==> src/hw/rtl/tirf_pkg.sv <==
// Shared types, telnet protocol constants and the negotiation burst table.
package tirf_pkg;

  typedef logic [7:0]  byte_t;
  typedef logic [1:0]  kind_t;
  typedef logic [23:0] tick_t;
  typedef logic [3:0]  burst_idx_t;

  // Input item kinds
  localparam kind_t KIND_BYTE  = 2'd0;
  localparam kind_t KIND_TICK  = 2'd1;
  localparam kind_t KIND_START = 2'd2;
  localparam kind_t KIND_RESET = 2'd3;

  // Telnet command bytes
  localparam byte_t TN_IAC  = 8'd255;
  localparam byte_t TN_DONT = 8'd254;
  localparam byte_t TN_DO   = 8'd253;
  localparam byte_t TN_WONT = 8'd252;
  localparam byte_t TN_WILL = 8'd251;
  localparam byte_t TN_SB   = 8'd250;
  localparam byte_t TN_SE   = 8'd240;

  // Telnet options
  localparam byte_t OPT_BINARY = 8'd0;
  localparam byte_t OPT_ECHO   = 8'd1;
  localparam byte_t OPT_SGA    = 8'd3;

  localparam tick_t      TIMEOUT_RESET = 24'd1000;
  localparam burst_idx_t BURST_LAST    = 4'd11;

  // Session-start burst: WILL ECHO, WILL SGA, DO BINARY, WILL BINARY
  function automatic byte_t burst_byte(input burst_idx_t idx);
    byte_t b;
    begin
      case (idx)
        4'd0:    b = TN_IAC;
        4'd1:    b = TN_WILL;
        4'd2:    b = OPT_ECHO;
        4'd3:    b = TN_IAC;
        4'd4:    b = TN_WILL;
        4'd5:    b = OPT_SGA;
        4'd6:    b = TN_IAC;
        4'd7:    b = TN_DO;
        4'd8:    b = OPT_BINARY;
        4'd9:    b = TN_IAC;
        4'd10:   b = TN_WILL;
        4'd11:   b = OPT_BINARY;
        default: b = 8'd0;
      endcase
      return b;
    end
  endfunction

endpackage

==> src/hw/rtl/tirf_ifs.sv <==
// Channel interfaces: input items, result items and the timeout write port.
interface tirf_item_if;
  import tirf_pkg::*;
  logic  valid;
  logic  ready;
  kind_t kind;
  byte_t rx_byte;

  modport source (output valid, output kind, output rx_byte, input ready);
  modport sink (input valid, input kind, input rx_byte, output ready);
endinterface

interface tirf_result_if;
  import tirf_pkg::*;
  logic  valid;
  logic  ready;
  logic  uart_valid;
  byte_t uart_byte;
  logic  net_valid;
  byte_t net_byte;
  logic  last;
  logic  binary_mode;
  logic  timed_out;

  modport source (output valid, output uart_valid, output uart_byte, output net_valid,
                  output net_byte, output last, output binary_mode, output timed_out,
                  input ready);
  modport sink (input valid, input uart_valid, input uart_byte, input net_valid,
                input net_byte, input last, input binary_mode, input timed_out,
                output ready);
endinterface

interface tirf_cfg_if;
  import tirf_pkg::*;
  logic  valid;
  logic  ready;
  tick_t timeout_ticks;

  modport source (output valid, output timeout_ticks, input ready);
  modport sink (input valid, input timeout_ticks, output ready);
endinterface

==> src/hw/rtl/telnet_iac_rx_filter_core.sv <==
// Telnet receive IAC filter with binary negotiation tracking and timeout.
// The result is registered: it appears in the cycle after its input transaction is accepted.
// Throughput: one byte, tick or reset item per cycle; a session start yields a burst of 12
//   negotiation bytes, the input staying blocked while the burst counter walks them.
//   A stalled result holds the input as well.
// Reset (rst, synchronous): parser in data state, flags and tick count cleared,
//   timeout limit set to 1000, no result pending.
module telnet_iac_rx_filter_core (
  input  logic clk,
  input  logic rst,
  tirf_item_if.sink     item,
  tirf_result_if.source result,
  tirf_cfg_if.sink      cfg
);
  import tirf_pkg::*;

  localparam logic [2:0] PS_DATA       = 3'd0;
  localparam logic [2:0] PS_IAC        = 3'd1;
  localparam logic [2:0] PS_OPTION     = 3'd2;
  localparam logic [2:0] PS_SUBNEG     = 3'd3;
  localparam logic [2:0] PS_SUBNEG_IAC = 3'd4;

  logic [2:0] parse_state, parse_state_next;
  byte_t      pending_command, pending_command_next;
  logic       peer_sends_binary, peer_sends_binary_next;
  logic       we_send_binary, we_send_binary_next;
  tick_t      elapsed_ticks, elapsed_ticks_next;
  tick_t      timeout_ticks;

  logic       burst_active;
  burst_idx_t burst_cnt;

  logic       out_free;
  logic       item_accept;
  logic       fwd;
  logic       binary_next;

  // Output stage is free when empty or being drained this cycle
  assign out_free    = !result.valid || result.ready;
  assign item.ready  = out_free && !burst_active;
  assign item_accept = item.valid && item.ready;
  assign cfg.ready   = 1'b1;

  // Hold the timeout limit
  always_ff @(posedge clk) begin
    if (rst) begin
      timeout_ticks <= TIMEOUT_RESET;
    end else if (cfg.valid) begin
      timeout_ticks <= cfg.timeout_ticks;
    end
  end

  // Parse one item and update session state
  always_comb begin
    parse_state_next       = parse_state;
    pending_command_next   = pending_command;
    peer_sends_binary_next = peer_sends_binary;
    we_send_binary_next    = we_send_binary;
    elapsed_ticks_next     = elapsed_ticks;
    fwd                    = 1'b0;
    case (item.kind)
      KIND_BYTE: begin
        case (parse_state)
          PS_IAC: begin
            if (item.rx_byte == TN_IAC) begin
              parse_state_next = PS_DATA;
              fwd              = 1'b1;
            end else if (item.rx_byte inside {TN_WILL, TN_WONT, TN_DO, TN_DONT}) begin
              pending_command_next = item.rx_byte;
              parse_state_next     = PS_OPTION;
            end else if (item.rx_byte == TN_SB) begin
              parse_state_next = PS_SUBNEG;
            end else begin
              parse_state_next = PS_DATA;
            end
          end
          PS_OPTION: begin
            if (item.rx_byte == OPT_BINARY) begin
              if (pending_command == TN_WILL) begin
                peer_sends_binary_next = 1'b1;
              end else if (pending_command == TN_DO) begin
                we_send_binary_next = 1'b1;
              end
            end
            parse_state_next = PS_DATA;
          end
          PS_SUBNEG: begin
            if (item.rx_byte == TN_IAC) begin
              parse_state_next = PS_SUBNEG_IAC;
            end
          end
          PS_SUBNEG_IAC: begin
            parse_state_next = (item.rx_byte == TN_SE) ? PS_DATA : PS_SUBNEG;
          end
          default: begin
            if (item.rx_byte == TN_IAC) begin
              parse_state_next = PS_IAC;
            end else begin
              parse_state_next = PS_DATA;
              fwd              = 1'b1;
            end
          end
        endcase
      end
      KIND_TICK: begin
        if (elapsed_ticks != '1) begin
          elapsed_ticks_next = elapsed_ticks + tick_t'(1);
        end
      end
      default: begin
        // Session start and connection reset both clear the session
        parse_state_next       = PS_DATA;
        pending_command_next   = 8'd0;
        peer_sends_binary_next = 1'b0;
        we_send_binary_next    = 1'b0;
        elapsed_ticks_next     = '0;
      end
    endcase
    binary_next = peer_sends_binary_next && we_send_binary_next;
  end

  // Commit session state on an accepted transaction
  always_ff @(posedge clk) begin
    if (rst) begin
      parse_state       <= PS_DATA;
      pending_command   <= 8'd0;
      peer_sends_binary <= 1'b0;
      we_send_binary    <= 1'b0;
      elapsed_ticks     <= '0;
    end else if (item_accept) begin
      parse_state       <= parse_state_next;
      pending_command   <= pending_command_next;
      peer_sends_binary <= peer_sends_binary_next;
      we_send_binary    <= we_send_binary_next;
      elapsed_ticks     <= elapsed_ticks_next;
    end
  end

  // Advance the burst counter through the negotiation bytes
  always_ff @(posedge clk) begin
    if (rst) begin
      burst_active <= 1'b0;
      burst_cnt    <= '0;
    end else if (item_accept && item.kind == KIND_START) begin
      burst_active <= 1'b1;
      burst_cnt    <= burst_idx_t'(1);
    end else if (burst_active && out_free) begin
      if (burst_cnt == BURST_LAST) begin
        burst_active <= 1'b0;
        burst_cnt    <= '0;
      end else begin
        burst_cnt <= burst_cnt + burst_idx_t'(1);
      end
    end
  end

  // Load the result register
  always_ff @(posedge clk) begin
    if (rst) begin
      result.valid <= 1'b0;
    end else if (out_free) begin
      result.valid <= item_accept || burst_active;
    end
  end

  always_ff @(posedge clk) begin
    if (out_free) begin
      if (burst_active) begin
        result.uart_valid  <= 1'b0;
        result.uart_byte   <= 8'd0;
        result.net_valid   <= 1'b1;
        result.net_byte    <= burst_byte(burst_cnt);
        result.last        <= (burst_cnt == BURST_LAST);
        result.binary_mode <= 1'b0;
        result.timed_out   <= (timeout_ticks == '0);
      end else if (item.kind == KIND_START) begin
        result.uart_valid  <= 1'b0;
        result.uart_byte   <= 8'd0;
        result.net_valid   <= 1'b1;
        result.net_byte    <= burst_byte('0);
        result.last        <= 1'b0;
        result.binary_mode <= 1'b0;
        result.timed_out   <= (timeout_ticks == '0);
      end else begin
        result.uart_valid  <= fwd;
        result.uart_byte   <= fwd ? item.rx_byte : 8'd0;
        result.net_valid   <= 1'b0;
        result.net_byte    <= 8'd0;
        result.last        <= 1'b1;
        result.binary_mode <= binary_next;
        result.timed_out   <= !binary_next && (elapsed_ticks_next >= timeout_ticks);
      end
    end
  end

`ifndef SYNTH
  // No new transaction is taken while the burst runs
  a_burst_blocks_input: assert property (@(posedge clk) disable iff (rst)
    burst_active |-> !item.ready)
    else $error("input accepted during negotiation burst");

  // A running burst never sits on index zero
  a_burst_cnt_live: assert property (@(posedge clk) disable iff (rst)
    burst_active |-> (burst_cnt != '0))
    else $error("burst counter idle while burst active");

  // A session start launches the burst
  a_start_launches: assert property (@(posedge clk) disable iff (rst)
    (item_accept && item.kind == KIND_START) |=> burst_active)
    else $error("session start did not launch burst");

  // Data and negotiation bytes never share a result
  a_one_payload: assert property (@(posedge clk) disable iff (rst)
    result.valid |-> !(result.uart_valid && result.net_valid))
    else $error("result carries both uart and net bytes");

  // Binary mode masks the timeout flag
  a_binary_no_timeout: assert property (@(posedge clk) disable iff (rst)
    (result.valid && result.binary_mode) |-> !result.timed_out)
    else $error("timeout flagged in binary mode");
`endif

endmodule

==> src/flat_wrapper.sv <==
// flat-port wrapper written by rule: the top's interface ports become plain ports
module telnet_iac_rx_filter_core_flat import tirf_pkg::*;
  (clk, rst, item_valid, item_kind, item_rx_byte, item_ready, result_valid, result_uart_valid, result_uart_byte, result_net_valid, result_net_byte, result_last, result_binary_mode, result_timed_out, result_ready, cfg_valid, cfg_timeout_ticks, cfg_ready);
  tirf_item_if item_i ();
  tirf_result_if result_i ();
  tirf_cfg_if cfg_i ();
  input  logic clk;
  input  logic rst;
  input wire logic [$bits(item_i.valid)-1:0] item_valid;
  input wire logic [$bits(item_i.kind)-1:0] item_kind;
  input wire logic [$bits(item_i.rx_byte)-1:0] item_rx_byte;
  output wire logic [$bits(item_i.ready)-1:0] item_ready;
  output wire logic [$bits(result_i.valid)-1:0] result_valid;
  output wire logic [$bits(result_i.uart_valid)-1:0] result_uart_valid;
  output wire logic [$bits(result_i.uart_byte)-1:0] result_uart_byte;
  output wire logic [$bits(result_i.net_valid)-1:0] result_net_valid;
  output wire logic [$bits(result_i.net_byte)-1:0] result_net_byte;
  output wire logic [$bits(result_i.last)-1:0] result_last;
  output wire logic [$bits(result_i.binary_mode)-1:0] result_binary_mode;
  output wire logic [$bits(result_i.timed_out)-1:0] result_timed_out;
  input wire logic [$bits(result_i.ready)-1:0] result_ready;
  input wire logic [$bits(cfg_i.valid)-1:0] cfg_valid;
  input wire logic [$bits(cfg_i.timeout_ticks)-1:0] cfg_timeout_ticks;
  output wire logic [$bits(cfg_i.ready)-1:0] cfg_ready;
  assign item_i.valid = item_valid;
  assign item_i.kind = item_kind;
  assign item_i.rx_byte = item_rx_byte;
  assign item_ready = item_i.ready;
  assign result_valid = result_i.valid;
  assign result_uart_valid = result_i.uart_valid;
  assign result_uart_byte = result_i.uart_byte;
  assign result_net_valid = result_i.net_valid;
  assign result_net_byte = result_i.net_byte;
  assign result_last = result_i.last;
  assign result_binary_mode = result_i.binary_mode;
  assign result_timed_out = result_i.timed_out;
  assign result_i.ready = result_ready;
  assign cfg_i.valid = cfg_valid;
  assign cfg_i.timeout_ticks = cfg_timeout_ticks;
  assign cfg_ready = cfg_i.ready;
  telnet_iac_rx_filter_core u_core (.clk(clk), .rst(rst), .item(item_i), .result(result_i), .cfg(cfg_i));
endmodule
==> config.mk <==
export PLATFORM = sky130hd
export DESIGN_NAME = telnet_iac_rx_filter_core_flat
export DESIGN_NICKNAME = d
export VERILOG_FILES = /design/src/hw/rtl/tirf_pkg.sv /design/src/hw/rtl/tirf_ifs.sv /design/src/hw/rtl/telnet_iac_rx_filter_core.sv /design/src/flat_wrapper.sv
export SDC_FILE = /design/constraint.sdc
export NUM_CORES = 1
export LEC_CHECK = 0
export BUFFER_PORTS_ARGS = -buffer_cell sky130_fd_sc_hd__buf_2
export CAP_MARGIN = 20
export CORE_MARGIN = 10
export CORE_UTILIZATION = 50
export DETAILED_ROUTE_END_ITERATION = 12
export PLACE_DENSITY_LB_ADDON = 0.3
export REMOVE_ABC_BUFFERS = 1
export SLEW_MARGIN = 20
export SYNTH_ARGS = -nofsm -noshare
export SYNTH_HDL_FRONTEND = slang
export SYNTH_SLANG_ARGS = --single-unit
==> constraint.sdc <==
create_clock -name clk -period 7.64 [get_ports clk]
set_input_delay 0 -clock clk [delete_from_list [all_inputs] [get_ports clk]]
set_output_delay 0 -clock clk [all_outputs]
set_load 0.05 [all_outputs]
Yosys cells after proc, flatten, opt, wreduce, memory -nomap -nowiden:

Memories as Yosys holds them, arrays and structs flattened.
Index checks and enable logic that the tools add are counted.
Widths: inputs -> output; s select.

* flip-flop bits (word level): 88
* ROM bits: 128
* output and inout port bits: 24
* word-level logic and storage cells: 108
* memories: 1

Memories
* (no name shown): words 16, width 8, rd ports 1, clocked after Yosys merged registers in 0, wr ports 0, line tirf_pkg.sv:36 `case (idx)`

* order comparisons: 1
* bitwise gates (word level): 2
* add/sub/neg operators: 2
* equal/unequal tests: 21
* mux-type cells: 40
* reductions and logical operators: 24

Operators with widths (number)
* $eq 8x8->1 const B: 9
* $pmux 24 s2: 1
* $mux 8: 5
* $add 24x1->24 const B: 1
* $ge 24x24->1: 1
* $logic_not 24->1: 1
* $mux 24: 1
* $ne 24x24->1 const B: 1
* $mux 1: 21
* $pmux 8 s2: 1
* $pmux 3 s4: 1
* $mux 3: 3
* $logic_not 8->1: 1
* $eq 3x2->1 const B: 2
* $logic_and 1x1->1: 6
* $pmux 1 s2: 3
* $pmux 3 s2: 1
* $reduce_or 3->1: 2
* $reduce_and 5->1: 1
* $add 4x1->4 const B: 1
* $eq 4x4->1 const B: 1
* $mux 2: 2
* $mux 4: 1
* $ne 2x1->1 const B: 2
* 15 further kinds: 21

Logic depth before layout (Yosys ltp):

* depth in word-level cells: 11
* gate-level depth with buffers: 13
* depth with buffers taken out: 12

Least setup slack after synthesis:

OpenSTA, ideal clock, no wires.

* path type: register -> register
* start: reg u_core.elapsed_ticks[2]
* end: reg u_core.result.timed_out, data pin
* period minus slack after synthesis: 2.876 ns
* stages on the path, launching flop included: 12
* data arrival time: 2.602 ns
* buffers on the path: 0
* slack: 4.764 ns
* cell sequence: dfxtp_1 -> and4_4 -> nand4_4 -> o31ai_2 -> xnor2_1 -> nand2_1 -> ha_1 -> nand2b_1 -> a2111oi_0 -> o211ai_1 -> a22oi_1 -> a221oi_1

* word-level cells in the longest chain between the ends: 7
* elaborated cells on any way between the ends: 8
* those cells by class: 1 x add/sub; 1 x order compare; 1 x eq/ne; 4 x mux; 1 x reduce/logical

Ends and longest elaborated chain
* from (decl): line telnet_iac_rx_filter_core.sv:27 `tick_t elapsed_ticks, elapsed_ticks_next;`
* from (signal assigned): line telnet_iac_rx_filter_core.sv:135 `elapsed_ticks <= elapsed_ticks_next;`
* $add 24x1->24 / $ne 24x24->1 (equally long branches): line telnet_iac_rx_filter_core.sv:107, telnet_iac_rx_filter_core.sv:106
* $mux 24: line telnet_iac_rx_filter_core.sv:106 `if (elapsed_ticks != '1) begin`
* $pmux 24 s2 (*): line telnet_iac_rx_filter_core.sv:61 `case (item.kind)`
* $ge 24x24->1 (*): line telnet_iac_rx_filter_core.sv:191 `result.timed_out <= !binary_next && (elapsed_ticks_next >= timeout_ticks);`
* $logic_and 1x1->1 (*): line telnet_iac_rx_filter_core.sv:191
* $mux 1 (*): line telnet_iac_rx_filter_core.sv:176 `end else if (item.kind == KIND_START) begin`
* $mux 1 (*): line telnet_iac_rx_filter_core.sv:168 `if (burst_active) begin`
* to (signal assigned): line telnet_iac_rx_filter_core.sv:175 `result.timed_out <= (timeout_ticks == '0);`
* to (signal assigned): line telnet_iac_rx_filter_core.sv:183 `result.timed_out <= (timeout_ticks == '0);`
* to (signal assigned): line telnet_iac_rx_filter_core.sv:191
* to (decl): line tirf_ifs.sv:26 `output net_byte, output last, output binary_mode, output timed_out,`

Mark *: on every way between the ends. The rest lies on a longest branch, timed or not.
A chain may end at the register's enable or synchronous reset.

Final worst setup path:

* start: reg u_core.elapsed_ticks[8]
* end: reg u_core.result.timed_out, data pin

The elaborated chain is that of the path after synthesis.

==> flow_metrics.tcl <==
set metrics [dict create \
    yosysSeqAreaShare 0.342 \
    grt_pass1_vias 4808 \
    crit_path_end_kind "flop" \
    fin_setup_tns_ns 0 \
    synth_area_sq_mm 0.00541 \
    synth_most_common_cell "dfxtp_1" \
    preCtsSetupSlack_ns 4.23 \
    outcome "finished, final reports clean" \
    post_cts.repair.setup_buffers 0 \
    cts.sinks 84 \
    dpl.cell_count 791 \
    multi_input_area_sq_mm 0.00318 \
    drv_cap 0 \
    fmax_mhz 293 \
    setup_viol 0 \
    pin_count 63 \
    yosys_warnings 0 \
    core_area_sq_mm 0.0104 \
    fin_ws_ns 4.23 \
    die_h_microns 124 \
    clock_latency_ns 0.36 \
    cp_num_buf_inv 0 \
    finalCriticalPeriod_ns 3.41 \
    slew_headroom 0.335 \
    ant_nets 0 \
    drt_iter0_markers 351 \
    p_per_area_mw_per_mm2 160 \
    die-area_sq_mm 0.0154 \
    min_from "result_ready" \
    drive_gt1_frac 0.142 \
    clkTransAtPathRegs_ns 0.09 \
    hold_class "input pin to flop" \
    netlist_top_cells_area "dfxtp_1 25%, edfxtp_1 9.4%, ha_1 6.7%" \
    final_util 0.596 \
    dp_hpwl_mm 9.92 \
    track_usage 0.185 \
    synthFlopType "dfxtp_1" \
    holdWs_ns 0.0257 \
    worstPathMaxFanout 9 \
    syn-mean-instance-area_sq_um 8.52 \
    drc 0 \
    layout_worst_path_cycle_share 0.446 \
    cp-startpoint "u_core.elapsed_ticks[8]" \
    vias 5037 \
    portBuffers 61 \
    nets 767 \
    row_count 37 \
    cts_root_buffer "clkbuf_8" \
    clockBufferDepth 2 \
    p_leak_nw 2.49 \
    cp-start-kind "flop" \
    ys_types 72 \
    fillers 896 \
    first_pass_iters 5 \
    postSynthCellCount 635 \
    gp_congestion 0.903 \
    finClkSkew_ns 0.0104 \
    grt_max_degree 60 \
    cpMaxStageDelayCell "dfxtp_1" \
    n_antenna_cell 0 \
    rsz0062_at_grt "false" \
    synth_edf_count 17 \
    fp.dieW_microns 124 \
    grt_overflow 0 \
    layoutNonFillerInstCount 840 \
    synth_common_cells "67 x dfxtp_1, 54 x nor2_1, 46 x a21oi_1" \
    drt-wirelength-per-cell_microns 16.9 \
    area_growth_pct 14.7 \
    slew_viol_final 0 \
    critPathTopFamily "compound AO/OA/AOI/OAI gates" \
    register_area_sq_mm 0.00185 \
    synthArstFlopShare 0 \
    wirelength_mm 14.2 \
    path_cells "and4_1 > nand4_4 > o31ai_2 > xnor2_1 > nand2_1 > ha_1 > nand2b_1 > a2111oi_0 > o211ai_1 > a22oi_1 > a221oi_1" \
    cts_inserted_buffers 9 \
    cts_tree "built" \
    antenna_found_initial 0 \
    required_ns 7.72 \
    slowest_delay_ns 0.52 \
    rr_startpoint "u_core.elapsed_ticks[8]" \
    via_per_inst 6.00 \
    cts.htree.levels 3 \
    finalHoldViolations 0 \
    tightest_slew_ns 0.995 \
    critical_path_class "flop to flop" \
    critPathArrivalTime_ns 3.49 \
    start_util 0.519 \
    synth_seq_cells 84 \
    yosys.area.top_type "dfxtp_1" \
    ir_drop_v 0.0000800 \
    synth.top_cell.area_share 0.248 \
    grt_pass1_wl_mm 23.2 \
]
worst reg2reg max path, cell delays in order (launching register included):
cell and delay, ns:
dfxtp_1 0.52, and4_1 0.37, nand4_4 0.17, o31ai_2 0.47, xnor2_1 0.18, nand2_1 0.08, ha_1 0.29, nand2b_1 0.14
a2111oi_0 0.39, o211ai_1 0.21, a22oi_1 0.20, a221oi_1 0.11
layer usage:
metal | GRT usage | part of all wire | vias to the layer above
li1 | - | - | 2492
met1 | 0.225 | 0.43 | 2380
met2 | 0.328 | 0.49 | 148
met3 | 0.0303 | 0.069 | 17
met4 | 0.0547 | 0.011 | 0
met5 | 0 | 0 | -
final cells by class:
cell class                      instances  share of cell area
Multi-Input combinational cell        471               0.512
Sequential cell                        84               0.298
Timing Repair Buffer                   96               0.105
Tap cell                              136              0.0274
Inverter                               37              0.0224
Clock buffer                           10              0.0206
Clock inverter                          6              0.0143
power breakdown:
| part | total [mW] | switching (mW) | internal [mW] |
|---|---|---|---|
| combinational | 0.159 | 0.108 | 0.0510 |
| clock | 0.351 | 0.167 | 0.184 |
| sequential | 0.481 | 0.0110 | 0.470 |
kinds of logic after synthesis:
group,Yosys count,synth area share
adder cells (fa/ha/maj),29,0.0671
XOR/XNOR,9,0.0146
buffers and inverters,80,0.0710
multiplexers,21,0.0391
AO/OA/AOI/OAI,159,0.204
AND/OR/NAND/NOR,252,0.261
other,1,0.000693
flip-flops,84,0.342
worst paths after layout:
check | end | cells after the start | slack (ns)
setup / recovery | u_core.result.timed_out | 11 | 4.23
setup reg to reg | u_core.result.timed_out | 11 | 4.23
hold reg to reg | u_core.pending_command[5] | 1 | 0.46
hold / removal | u_core.result.valid | 4 | 0.03
registers in the layout, summed over array words and instances, names as in the netlist:
| register | cells |
|---|---|
| u_core.pending_command | 8 |
| u_core.result.timed_out | 1 |
| u_core.result.uart_valid | 1 |
| u_core.peer_sends_binary | 1 |
| u_core.result.net_byte | 4 |
| u_core.result.uart_byte | 8 |
| u_core.burst_cnt | 4 |
| u_core.result.binary_mode | 1 |
| u_core.we_send_binary | 1 |
| u_core.timeout_ticks | 24 |
| u_core.result.net_valid | 1 |
| u_core.parse_state | 3 |
| u_core.result.last | 1 |
| u_core.elapsed_ticks | 24 |
| u_core.burst_active | 1 |
| u_core.result.valid | 1 |
layout by cell type, fill, tap and decap left out, types with 14 or more instances in the layout:
cell	instances
dlygate4sd3_1	33
a21oi_1	46
nor4_1	14
nor2_1	54
nand4_1	19
and2_1	14
o211ai_1	19
ha_1	29
inv_1	36
dfxtp_1	67
nand2_1	45
buf_2	61
mux2i_1	20
nand3_1	27
nor3_1	14
o21ai_0	26
edfxtp_1	17
repair_timing:
| action | 4_1_cts | 5_1_grt |
|---|---|---|
| hold endpoints to repair | 33 | 0 |
| gates resized for setup | 0 | 0 |
| hold buffers | 33 | 0 |
| setup endpoints to repair | 0 | 0 |
through the flow:
step	cell area, sq um	power (mW)
6_report	6200	0.992
3_5_place_dp	5650	0.637
2_1_floorplan	5160	0.582
3_3_place_gp	5650	0.633
5_1_grt	6200	1.03
4_1_cts	6200	0.998
Power figures use the tool's default switching activity.
